`config.mk`:
```
export PLATFORM = sky130hd
export DESIGN_NAME = video_frame_deframer_unit
export DESIGN_NICKNAME = d
export VERILOG_FILES = /design/src/rtl/core/vfd_pkg.sv /design/src/rtl/core/video_frame_deframer_unit.sv /design/src/rtl/core/vfd_front.sv /design/src/rtl/core/vfd_queue.sv /design/src/rtl/core/vfd_back.sv
export SDC_FILE = /design/constraint.sdc
export NUM_CORES = 2
export LEC_CHECK = 0
export BUFFER_PORTS_ARGS = -buffer_cell sky130_fd_sc_hd__clkbuf_2
export CAP_MARGIN = 20
export CORE_MARGIN = 8
export CORE_UTILIZATION = 40
export CTS_BUF_LIST = sky130_fd_sc_hd__clkbuf_16
export DETAILED_ROUTE_END_ITERATION = 7
export HOLD_SLACK_MARGIN = 0.15
export PLACE_DENSITY = 0.53
export SYNTH_ARGS = -nofsm -noshare
export SYNTH_HDL_FRONTEND = slang
export SYNTH_SLANG_ARGS = --single-unit
```
`constraint.sdc`:
```
create_clock -name i_clk -period 30.8 [get_ports i_clk]
set_clock_uncertainty 0.2 [all_clocks]
set_input_delay 9.24 -clock i_clk [delete_from_list [all_inputs] [get_ports i_clk]]
set_output_delay 9.24 -clock i_clk [all_outputs]
set_load 0.03 [all_outputs]
```
`src/rtl/core/vfd_pkg.sv`:
```
`default_nettype none

package vfd_pkg;

    localparam int MAX_FRAME_WIDTH  = 1024;
    localparam int MAX_FRAME_HEIGHT = 1024;
    localparam int MAX_FRAME_PIXELS = 262144;
    localparam int HEADER_BYTES     = 16;

    localparam int SCAN_LIMIT = 2 * MAX_FRAME_PIXELS + HEADER_BYTES;
    localparam int SCAN_W     = $clog2(SCAN_LIMIT + HEADER_BYTES + 1);
    localparam int IDX_W      = $clog2(HEADER_BYTES);
    localparam int PIX_W      = $clog2(MAX_FRAME_PIXELS + 1);

    localparam logic [7:0] SYNC_BYTE = 8'hFE;
    localparam logic [7:0] MAX_ROT   = 8'd3;

    localparam logic [1:0] PH_HUNT    = 2'd0;
    localparam logic [1:0] PH_HEADER  = 2'd1;
    localparam logic [1:0] PH_PAYLOAD = 2'd2;

    localparam logic RK_PIXEL = 1'b0;
    localparam logic RK_LOST  = 1'b1;

    localparam logic [IDX_W-1:0] HB_WIDTH_HI  = IDX_W'(1);
    localparam logic [IDX_W-1:0] HB_WIDTH_LO  = IDX_W'(2);
    localparam logic [IDX_W-1:0] HB_HEIGHT_HI = IDX_W'(3);
    localparam logic [IDX_W-1:0] HB_HEIGHT_LO = IDX_W'(4);
    localparam logic [IDX_W-1:0] HB_ROT       = IDX_W'(5);
    localparam logic [IDX_W-1:0] HB_DUR_0     = IDX_W'(6);
    localparam logic [IDX_W-1:0] HB_DUR_1     = IDX_W'(7);
    localparam logic [IDX_W-1:0] HB_DUR_2     = IDX_W'(8);
    localparam logic [IDX_W-1:0] HB_DUR_3     = IDX_W'(9);
    localparam logic [IDX_W-1:0] HB_STR_0     = IDX_W'(10);
    localparam logic [IDX_W-1:0] HB_STR_1     = IDX_W'(11);
    localparam logic [IDX_W-1:0] HB_STR_2     = IDX_W'(12);
    localparam logic [IDX_W-1:0] HB_STR_3     = IDX_W'(13);
    localparam logic [IDX_W-1:0] HB_RESTART   = IDX_W'(14);
    localparam logic [IDX_W-1:0] HB_ENCODING = IDX_W'(15);

    localparam int QDEPTH = 4;
    localparam int QPTR_W = $clog2(QDEPTH);

    typedef struct packed {
        logic        result_kind;
        logic [15:0] pixel_value;
        logic        last_pixel;
        logic [10:0] frame_width;
        logic [10:0] frame_height;
        logic [1:0]  frame_rotation;
        logic [31:0] haptic_duration;
        logic [31:0] haptic_strength;
        logic [7:0]  restart_flag;
        logic [7:0]  encoding_code;
        logic [31:0] frame_number;
    } t_result;

    typedef struct packed {
        logic full;
        logic empty;
    } t_queue_status;

endpackage

`default_nettype wire

```
`src/rtl/core/video_frame_deframer_unit.sv`:
```
// Video frame deframer. Received stream bytes enter on the input channel
// (i_in_valid, o_in_stall, i_data_byte), one word per cycle while o_in_stall
// is low. The block hunts for the sync byte, checks the fixed-size header and
// then turns payload byte pairs into 16-bit pixel results carrying the header
// fields and the frame number; a sync-lost result appears when the scan limit
// passes. Results leave on the output channel (o_out_valid, i_out_stall, o_*
// fields). Throughput is one input word per cycle while the result queue is
// not full. A result is written into the four-entry result queue when the
// byte that completes it is accepted, and then moves into the output register.
// While the receiver stalls, the output word holds and the queue fills; once
// the queue is full, o_in_stall rises until a result leaves. Synchronous
// active-low reset returns the parser to the hunt, clears the frame counter
// and empties the queue and output register.
`default_nettype none

module video_frame_deframer_unit
    import vfd_pkg::*;
(
    input  wire logic        i_clk,
    input  wire logic        i_rst_n,
    input  wire logic        i_in_valid,
    output logic             o_in_stall,
    input  wire logic [7:0]  i_data_byte,
    output logic             o_out_valid,
    input  wire logic        i_out_stall,
    output logic             o_result_kind,
    output logic [15:0]      o_pixel_value,
    output logic             o_last_pixel,
    output logic [10:0]      o_frame_width,
    output logic [10:0]      o_frame_height,
    output logic [1:0]       o_frame_rotation,
    output logic [31:0]      o_haptic_duration,
    output logic [31:0]      o_haptic_strength,
    output logic [7:0]       o_restart_flag,
    output logic [7:0]       o_encoding_code,
    output logic [31:0]      o_frame_number
);

    logic          accept;
    logic          push;
    logic          pop;
    t_result       front_result;
    t_result       queue_data;
    t_result       out_result;
    t_queue_status status;

    assign o_in_stall = status.full;
    assign accept     = i_in_valid && !status.full;

    vfd_front u_front (
        .i_clk    (i_clk),
        .i_rst_n  (i_rst_n),
        .i_accept (accept),
        .i_data   (i_data_byte),
        .o_push   (push),
        .o_result (front_result)
    );

    vfd_queue u_queue (
        .i_clk    (i_clk),
        .i_rst_n  (i_rst_n),
        .i_push   (push),
        .i_data   (front_result),
        .i_pop    (pop),
        .o_data   (queue_data),
        .o_status (status)
    );

    vfd_back u_back (
        .i_clk    (i_clk),
        .i_rst_n  (i_rst_n),
        .i_status (status),
        .i_data   (queue_data),
        .o_pop    (pop),
        .i_stall  (i_out_stall),
        .o_valid  (o_out_valid),
        .o_result (out_result)
    );

    assign o_result_kind        = out_result.result_kind;
    assign o_pixel_value        = out_result.pixel_value;
    assign o_last_pixel         = out_result.last_pixel;
    assign o_frame_width        = out_result.frame_width;
    assign o_frame_height       = out_result.frame_height;
    assign o_frame_rotation     = out_result.frame_rotation;
    assign o_haptic_duration    = out_result.haptic_duration;
    assign o_haptic_strength    = out_result.haptic_strength;
    assign o_restart_flag       = out_result.restart_flag;
    assign o_encoding_code      = out_result.encoding_code;
    assign o_frame_number       = out_result.frame_number;

endmodule

`default_nettype wire

```
`src/rtl/core/vfd_front.sv`:
```
`default_nettype none

module vfd_front
    import vfd_pkg::*;
(
    input  wire logic       i_clk,
    input  wire logic       i_rst_n,
    input  wire logic       i_accept,
    input  wire logic [7:0] i_data,
    output logic            o_push,
    output t_result         o_result
);

    logic [1:0]       r_phase, n_phase;
    logic [IDX_W-1:0] r_idx, n_idx;
    logic [SCAN_W-1:0] r_scan, n_scan;
    logic [PIX_W-1:0] r_left, n_left;
    logic [7:0]       r_high, n_high;
    logic             r_half, n_half;
    logic [31:0]      r_count, n_count;

    logic [15:0] r_width, n_width;
    logic [15:0] r_height, n_height;
    logic [7:0]  r_rot, n_rot;
    logic [31:0] r_dur, n_dur;
    logic [31:0] r_str, n_str;
    logic [7:0]  r_restart, n_restart;
    logic [7:0]  r_enc, n_enc;
    logic [31:0] r_area;

    logic [SCAN_W-1:0] scan_inc;
    logic [IDX_W:0]    idx_inc;
    logic [PIX_W-1:0]  left_dec;
    logic              hdr_ok;
    logic              over_limit;

    assign scan_inc   = r_scan + 1'b1;
    assign idx_inc    = {1'b0, r_idx} + 1'b1;
    assign left_dec   = (r_left != '0) ? r_left - 1'b1 : r_left;
    assign over_limit = (scan_inc >= SCAN_W'(SCAN_LIMIT));
    assign hdr_ok     = (r_width != '0) && (r_height != '0)
                        && (r_width <= 16'(MAX_FRAME_WIDTH))
                        && (r_height <= 16'(MAX_FRAME_HEIGHT))
                        && (r_area <= 32'(MAX_FRAME_PIXELS))
                        && (r_rot <= MAX_ROT);

    always_comb begin
        n_phase   = r_phase;
        n_idx     = r_idx;
        n_scan    = r_scan;
        n_left    = r_left;
        n_high    = r_high;
        n_half    = r_half;
        n_count   = r_count;
        n_width   = r_width;
        n_height  = r_height;
        n_rot     = r_rot;
        n_dur     = r_dur;
        n_str     = r_str;
        n_restart = r_restart;
        n_enc     = r_enc;
        o_push    = 1'b0;
        o_result  = '0;
        o_result.result_kind = RK_LOST;
        o_result.frame_number = r_count;

        if (i_accept) begin
            case (r_phase)
                PH_PAYLOAD: begin
                    if (!r_half) begin
                        n_high = i_data;
                        n_half = 1'b1;
                    end else begin
                        n_half = 1'b0;
                        n_left = left_dec;
                        o_push = 1'b1;
                        o_result.result_kind        = RK_PIXEL;
                        o_result.pixel_value        = {r_high, i_data};
                        o_result.last_pixel         = (left_dec == '0);
                        o_result.frame_width        = r_width[10:0];
                        o_result.frame_height       = r_height[10:0];
                        o_result.frame_rotation     = r_rot[1:0];
                        o_result.haptic_duration    = r_dur;
                        o_result.haptic_strength    = r_str;
                        o_result.restart_flag       = r_restart;
                        o_result.encoding_code      = r_enc;
                        o_result.frame_number       = r_count + 1'b1;
                        if (left_dec == '0) begin
                            n_count = r_count + 1'b1;
                            n_phase = PH_HUNT;
                            n_scan  = '0;
                        end
                    end
                end
                PH_HEADER: begin
                    n_scan = scan_inc;
                    n_idx  = idx_inc[IDX_W-1:0];
                    case (r_idx)
                        HB_WIDTH_HI:  n_width[15:8]  = i_data;
                        HB_WIDTH_LO:  n_width[7:0]   = i_data;
                        HB_HEIGHT_HI: n_height[15:8] = i_data;
                        HB_HEIGHT_LO: n_height[7:0]  = i_data;
                        HB_ROT:       n_rot          = i_data;
                        HB_DUR_0:     n_dur[31:24]   = i_data;
                        HB_DUR_1:     n_dur[23:16]   = i_data;
                        HB_DUR_2:     n_dur[15:8]    = i_data;
                        HB_DUR_3:     n_dur[7:0]     = i_data;
                        HB_STR_0:     n_str[31:24]   = i_data;
                        HB_STR_1:     n_str[23:16]   = i_data;
                        HB_STR_2:     n_str[15:8]    = i_data;
                        HB_STR_3:     n_str[7:0]     = i_data;
                        HB_RESTART:   n_restart      = i_data;
                        HB_ENCODING:  n_enc          = i_data;
                        default:      n_rot          = n_rot;
                    endcase
                    if (idx_inc == (IDX_W + 1)'(HEADER_BYTES)) begin
                        n_idx = '0;
                        if (hdr_ok) begin
                            n_phase = PH_PAYLOAD;
                            n_left  = r_area[PIX_W-1:0];
                            n_half  = 1'b0;
                            n_scan  = '0;
                        end else begin
                            n_phase = PH_HUNT;
                            if (over_limit) begin
                                o_push = 1'b1;
                                n_scan = '0;
                            end
                        end
                    end
                end
                default: begin
                    n_phase = PH_HUNT;
                    n_scan  = scan_inc;
                    if (i_data == SYNC_BYTE) begin
                        n_idx   = IDX_W'(1);
                        n_phase = PH_HEADER;
                    end else if (over_limit) begin
                        o_push = 1'b1;
                        n_scan = '0;
                        n_idx  = '0;
                    end
                end
            endcase
        end
    end

    always_ff @(posedge i_clk) begin
        if (!i_rst_n) begin
            r_phase <= PH_HUNT;
            r_idx   <= '0;
            r_scan  <= '0;
            r_left  <= '0;
            r_half  <= 1'b0;
            r_count <= '0;
        end else begin
            r_phase <= n_phase;
            r_idx   <= n_idx;
            r_scan  <= n_scan;
            r_left  <= n_left;
            r_half  <= n_half;
            r_count <= n_count;
        end
    end

    always_ff @(posedge i_clk) begin
        r_high    <= n_high;
        r_width   <= n_width;
        r_height  <= n_height;
        r_rot     <= n_rot;
        r_dur     <= n_dur;
        r_str     <= n_str;
        r_restart <= n_restart;
        r_enc     <= n_enc;
        r_area    <= r_width * r_height;
    end

endmodule

`default_nettype wire

```
`src/rtl/core/vfd_queue.sv`:
```
`default_nettype none

module vfd_queue
    import vfd_pkg::*;
(
    input  wire logic    i_clk,
    input  wire logic    i_rst_n,
    input  wire logic    i_push,
    input  wire t_result i_data,
    input  wire logic    i_pop,
    output t_result      o_data,
    output t_queue_status o_status
);

    t_result             r_mem [QDEPTH];
    logic [QPTR_W-1:0]   r_wr, r_rd;
    logic [QPTR_W:0]     r_cnt, n_cnt;

    assign o_data         = r_mem[r_rd];
    assign o_status.full  = (r_cnt == (QPTR_W + 1)'(QDEPTH));
    assign o_status.empty = (r_cnt == '0);

    always_comb begin
        n_cnt = r_cnt;
        if (i_push && !i_pop) begin
            n_cnt = r_cnt + 1'b1;
        end else if (!i_push && i_pop) begin
            n_cnt = r_cnt - 1'b1;
        end
    end

    always_ff @(posedge i_clk) begin
        if (!i_rst_n) begin
            r_wr  <= '0;
            r_rd  <= '0;
            r_cnt <= '0;
        end else begin
            r_cnt <= n_cnt;
            if (i_push) begin
                r_wr <= r_wr + 1'b1;
            end
            if (i_pop) begin
                r_rd <= r_rd + 1'b1;
            end
        end
    end

    always_ff @(posedge i_clk) begin
        if (i_push) begin
            r_mem[r_wr] <= i_data;
        end
    end

endmodule

`default_nettype wire

```
`src/rtl/core/vfd_back.sv`:
```
`default_nettype none

module vfd_back
    import vfd_pkg::*;
(
    input  wire logic          i_clk,
    input  wire logic          i_rst_n,
    input  wire t_queue_status i_status,
    input  wire t_result       i_data,
    output logic               o_pop,
    input  wire logic          i_stall,
    output logic               o_valid,
    output t_result            o_result
);

    logic    r_valid;
    t_result r_result;

    assign o_pop    = !i_status.empty && (!r_valid || !i_stall);
    assign o_valid  = r_valid;
    assign o_result = r_result;

    always_ff @(posedge i_clk) begin
        if (!i_rst_n) begin
            r_valid <= 1'b0;
        end else if (o_pop) begin
            r_valid <= 1'b1;
        end else if (!i_stall) begin
            r_valid <= 1'b0;
        end
    end

    always_ff @(posedge i_clk) begin
        if (o_pop) begin
            r_result <= i_data;
        end
    end

endmodule

`default_nettype wire
```
==> flow_summary.json <==
{
  "grt.total_usage_pct": 17.58,
  "fin_crit_ns": 12.44,
  "dpl.hpwl_um": 70820,
  "ys_types": 76,
  "drt_iter0_markers": 1817,
  "setup_slack_ns": 18.36,
  "seq_area_frac_synth_pct": 62.61,
  "rsz0062_at_grt": "false",
  "critical_path_peak_fanout": 58,
  "syn_area_sq_um": 46840,
  "die_w_um": 358.2,
  "crit_chain": "clkbuf_2, or4b_2, nand3_1, buf_4, a21oi_1, and2_4, buf_4",
  "p_comb_share_pct": 7.6,
  "avgRoutedWirePerCell_um": 23.17,
  "slew_headroom_pct": 25.88,
  "critPathTopFamily": "buffers and inverters",
  "maxCapViolations": 0,
  "crit_buf_inv": 3,
  "fmax_mhz": 80.38,
  "synthAdderAreaFrac_pct": 11.54,
  "postSynth.asyncResetShare_pct": 0,
  "place_congestion": 0.7912,
  "min_path_type": "reg -> reg",
  "tightest_slew_ns": 1.108,
  "core_area_sq_um": 116200,
  "cp_common_cell": "buf_4",
  "via_count": 26350,
  "p_per_area_nw_per_um2": 56.41,
  "grt_max_degree": 76,
  "final_layout_size_suffix_gt1_share_pct": 16.62,
  "die_area_sq_um": 128300,
  "dpl_worst_slack_ns": 17.63,
  "first_pass_iters": 5,
  "synth_top_family_by_area": "adder cells",
  "wl_um": 112700,
  "synthTopCellsByCount": "edfxtp_1 (898), inv_1 (262), nand2_1 (227)",
  "cp.required_ns": 30.88,
  "path_clk_slew_ns": 0.06,
  "setup_violations": 0,
  "cts_resized": 0,
  "status": "completed",
  "nets": 3581,
  "hold_violations": 0,
  "pin_count": 168,
  "p_total_mw": 2.965,
  "synthCells": 3104,
  "synth-edff-count": 898,
  "numCtsBuffers": 102,
  "yosysMostFrequentCell": "edfxtp_1",
  "post_cts_buffers": 0,
  "drc": 0,
  "row_count": 125,
  "critPathKind": "in -> reg",
  "cts_tree": "built",
  "ctsHoldBuffers": 0,
  "yosys_warnings": 0,
  "root_buffer": "clkbuf_16",
  "synth-simple-area-share_pct": 9.776,
  "clockBufferDepth": 3,
  "grt_pass1_vias": 27610,
  "synth_xor_area_share_pct": 1.683,
  "p_int_mw": 2.260,
  "irDropWorstVdd_v": 0.00006266,
  "power.leakage_nw": 17.21,
  "synth_top_cell_by_area": "edfxtp_1",
  "synthMuxAreaShare_pct": 7.660,
  "antenna_found_initial": 6,
  "cpPeakStageDelay_ns": 0.86,
  "htreeDepth": 3,
  "grt_first_pass_wirelength_um": 172100,
  "fin_crit_sh_pct": 40.39,
  "yosys-top-cells-area": "edfxtp_1 (58%), fa_1 (8.3%), mux4_2 (7.4%)",
  "overflow": 0,
  "synth_flop_cell": "edfxtp_1",
  "clkSinkCount": 1016,
  "syn-mean-instance-area_sq_um": 15.09,
  "start_kind": "input pin",
  "cp.arrival_ns": 12.52,
  "fin_tns_setup_ns": 0,
  "endpoint_kind": "flop",
  "worstSkewPairLatency_ns": 0.68,
  "synth_compound_area_share_pct": 3.221,
  "p_switching_mw": 0.7052,
  "switching_share_pct": 23.78,
  "yosysTopAreaCellShare_pct": 57.56,
  "power_frac_clock_pct": 40.4,
  "synth_seq_cells": 1016,
  "seq_power_share_pct": 52.0,
  "fin_util_pct": 45.24,
  "die_h_um": 358.2,
  "fin_hold_ws_ns": 0.2696,
  "final_max_slew_viol_count": 0,
  "syn-num-nets": 3431,
  "start_util_pct": 40.31,
  "synthToLayoutAreaGrowth_pct": 12.22,
  "drtAntennaViolNets": 0,
  "cp_slowest_cell": "buf_4",
  "drt-vias-per-instance": 5.417,
  "numPortBuffers": 167
}
==> power groups by stage <==
stage / logic, mW / registers (mW) / clock network [mW]
2_1_floorplan: 0.172 / 1.59 / 0
3_3_place_gp: 0.228 / 1.57 / 0
3_5_place_dp: 0.234 / 1.57 / 0
4_1_cts: 0.235 / 1.54 / 1.23
5_1_grt: 0.247 / 1.54 / 1.28
6_report: 0.226 / 1.54 / 1.20
==> worst register-to-register path: cells and delay by family, from the launching register on <==
kind,cells,cell delay [ns]
AOI/OAI and AO/OA,7,1.60
xor gates and xnor gates,1,0.20
adders and majority gates,7,3.57
buffers and inverters,3,0.16
DFF,1,1.02
and+or+nand+nor,1,0.22
==> layout make-up <==
class                   count  area (sq um)
diodes                      1         2.502
clock buffers             103          2577
clock inverters            87         669.4
fillers                 10130         63640
inverters                 263         987.2
multi-input cells        1660         15900
flip-flops and latches   1016         29340
well taps                1524          1907
repair buffers            211          1186
==> cell usage in the layout, fill, tap and decap left out, drive strengths merged, types with 7 or more instances in the layout <==
master	netlist	layout
or4	14	14
clkinv	1	50
clkinvlp	0	7
ha	120	120
a211oi	7	7
xnor2	33	33
buf	41	43
o21ai	39	39
o31ai	7	7
fa	195	195
dfxtp	118	118
nor3	36	36
nand4b	9	9
clkbuf	124	271
a21oi	60	60
bufinv	0	7
or3	20	20
and2	133	133
a31oi	27	27
mux4	154	154
nor4	21	21
o22ai	11	11
nand2	228	228
mux2i	12	12
nand2b	9	9
a21o	15	15
o221a	7	7
edfxtp	898	898
nor2	121	121
and4	8	8
or2	8	8
nand4	48	48
nor2b	8	8
and3	140	140
nand3	46	46
inv	262	286
xor2	57	57
==> worst paths after layout <==
| kind | depth (start not counted) | slack (ns) | startpoint | end |
|---|---|---|---|---|
| worst max-delay path | 7 | 18.36 | i_data_byte[1] | u_queue.r_mem[1][24] |
| worst max register to register | 19 | 23.68 | u_front.r_width[6] | u_front.r_area[30] |
| worst min-delay path | 2 | 0.27 | u_front.r_scan[19] | u_front.r_scan[19] |
| worst min register to register | 2 | 0.27 | u_front.r_scan[19] | u_front.r_scan[19] |
==> routing by layer <==
layer,GRT usage (%),vias up,wire length [um]
met5,0,-,7
met4,4.776,2,2452
met3,2.524,152,5949
met2,29.34,744,54910
met1,24.12,13770,49390
li1,-,11680,-
==> flip-flops by register name (all words and copies together), names as in the netlist <==
signal             flops
u_front.r_enc          8
u_front.r_rot          8
u_front.r_left        19
u_queue.r_cnt          3
u_back.o_result      154
u_front.r_restart      8
u_front.r_idx          4
u_front.r_height      16
u_front.r_dur         32
u_front.r_area        32
u_front.r_count       32
u_front.r_high         8
u_front.r_phase        2
u_front.r_width       16
u_front.r_str         32
u_front.r_half         1
u_front.r_scan        20
u_back.o_valid         1
u_queue.r_wr           2
u_queue.r_rd           2
u_queue.r_mem        616
==> through the flow <==
step	cells	instance area, sq um
final	4865	52570
after global routing	4865	52570
after CTS	4860	52540
after detailed placement	4670	49290
after global placement	4669	49260
after floorplan	3104	46840
==> cell families after synthesis <==
group / after synthesis
compound gates: 227
xor+xnor: 90
fa+ha+maj: 315
buf+inv: 428
flops: 1016
mux: 166
simple gates: 862
Power figures use the tool's default switching activity.
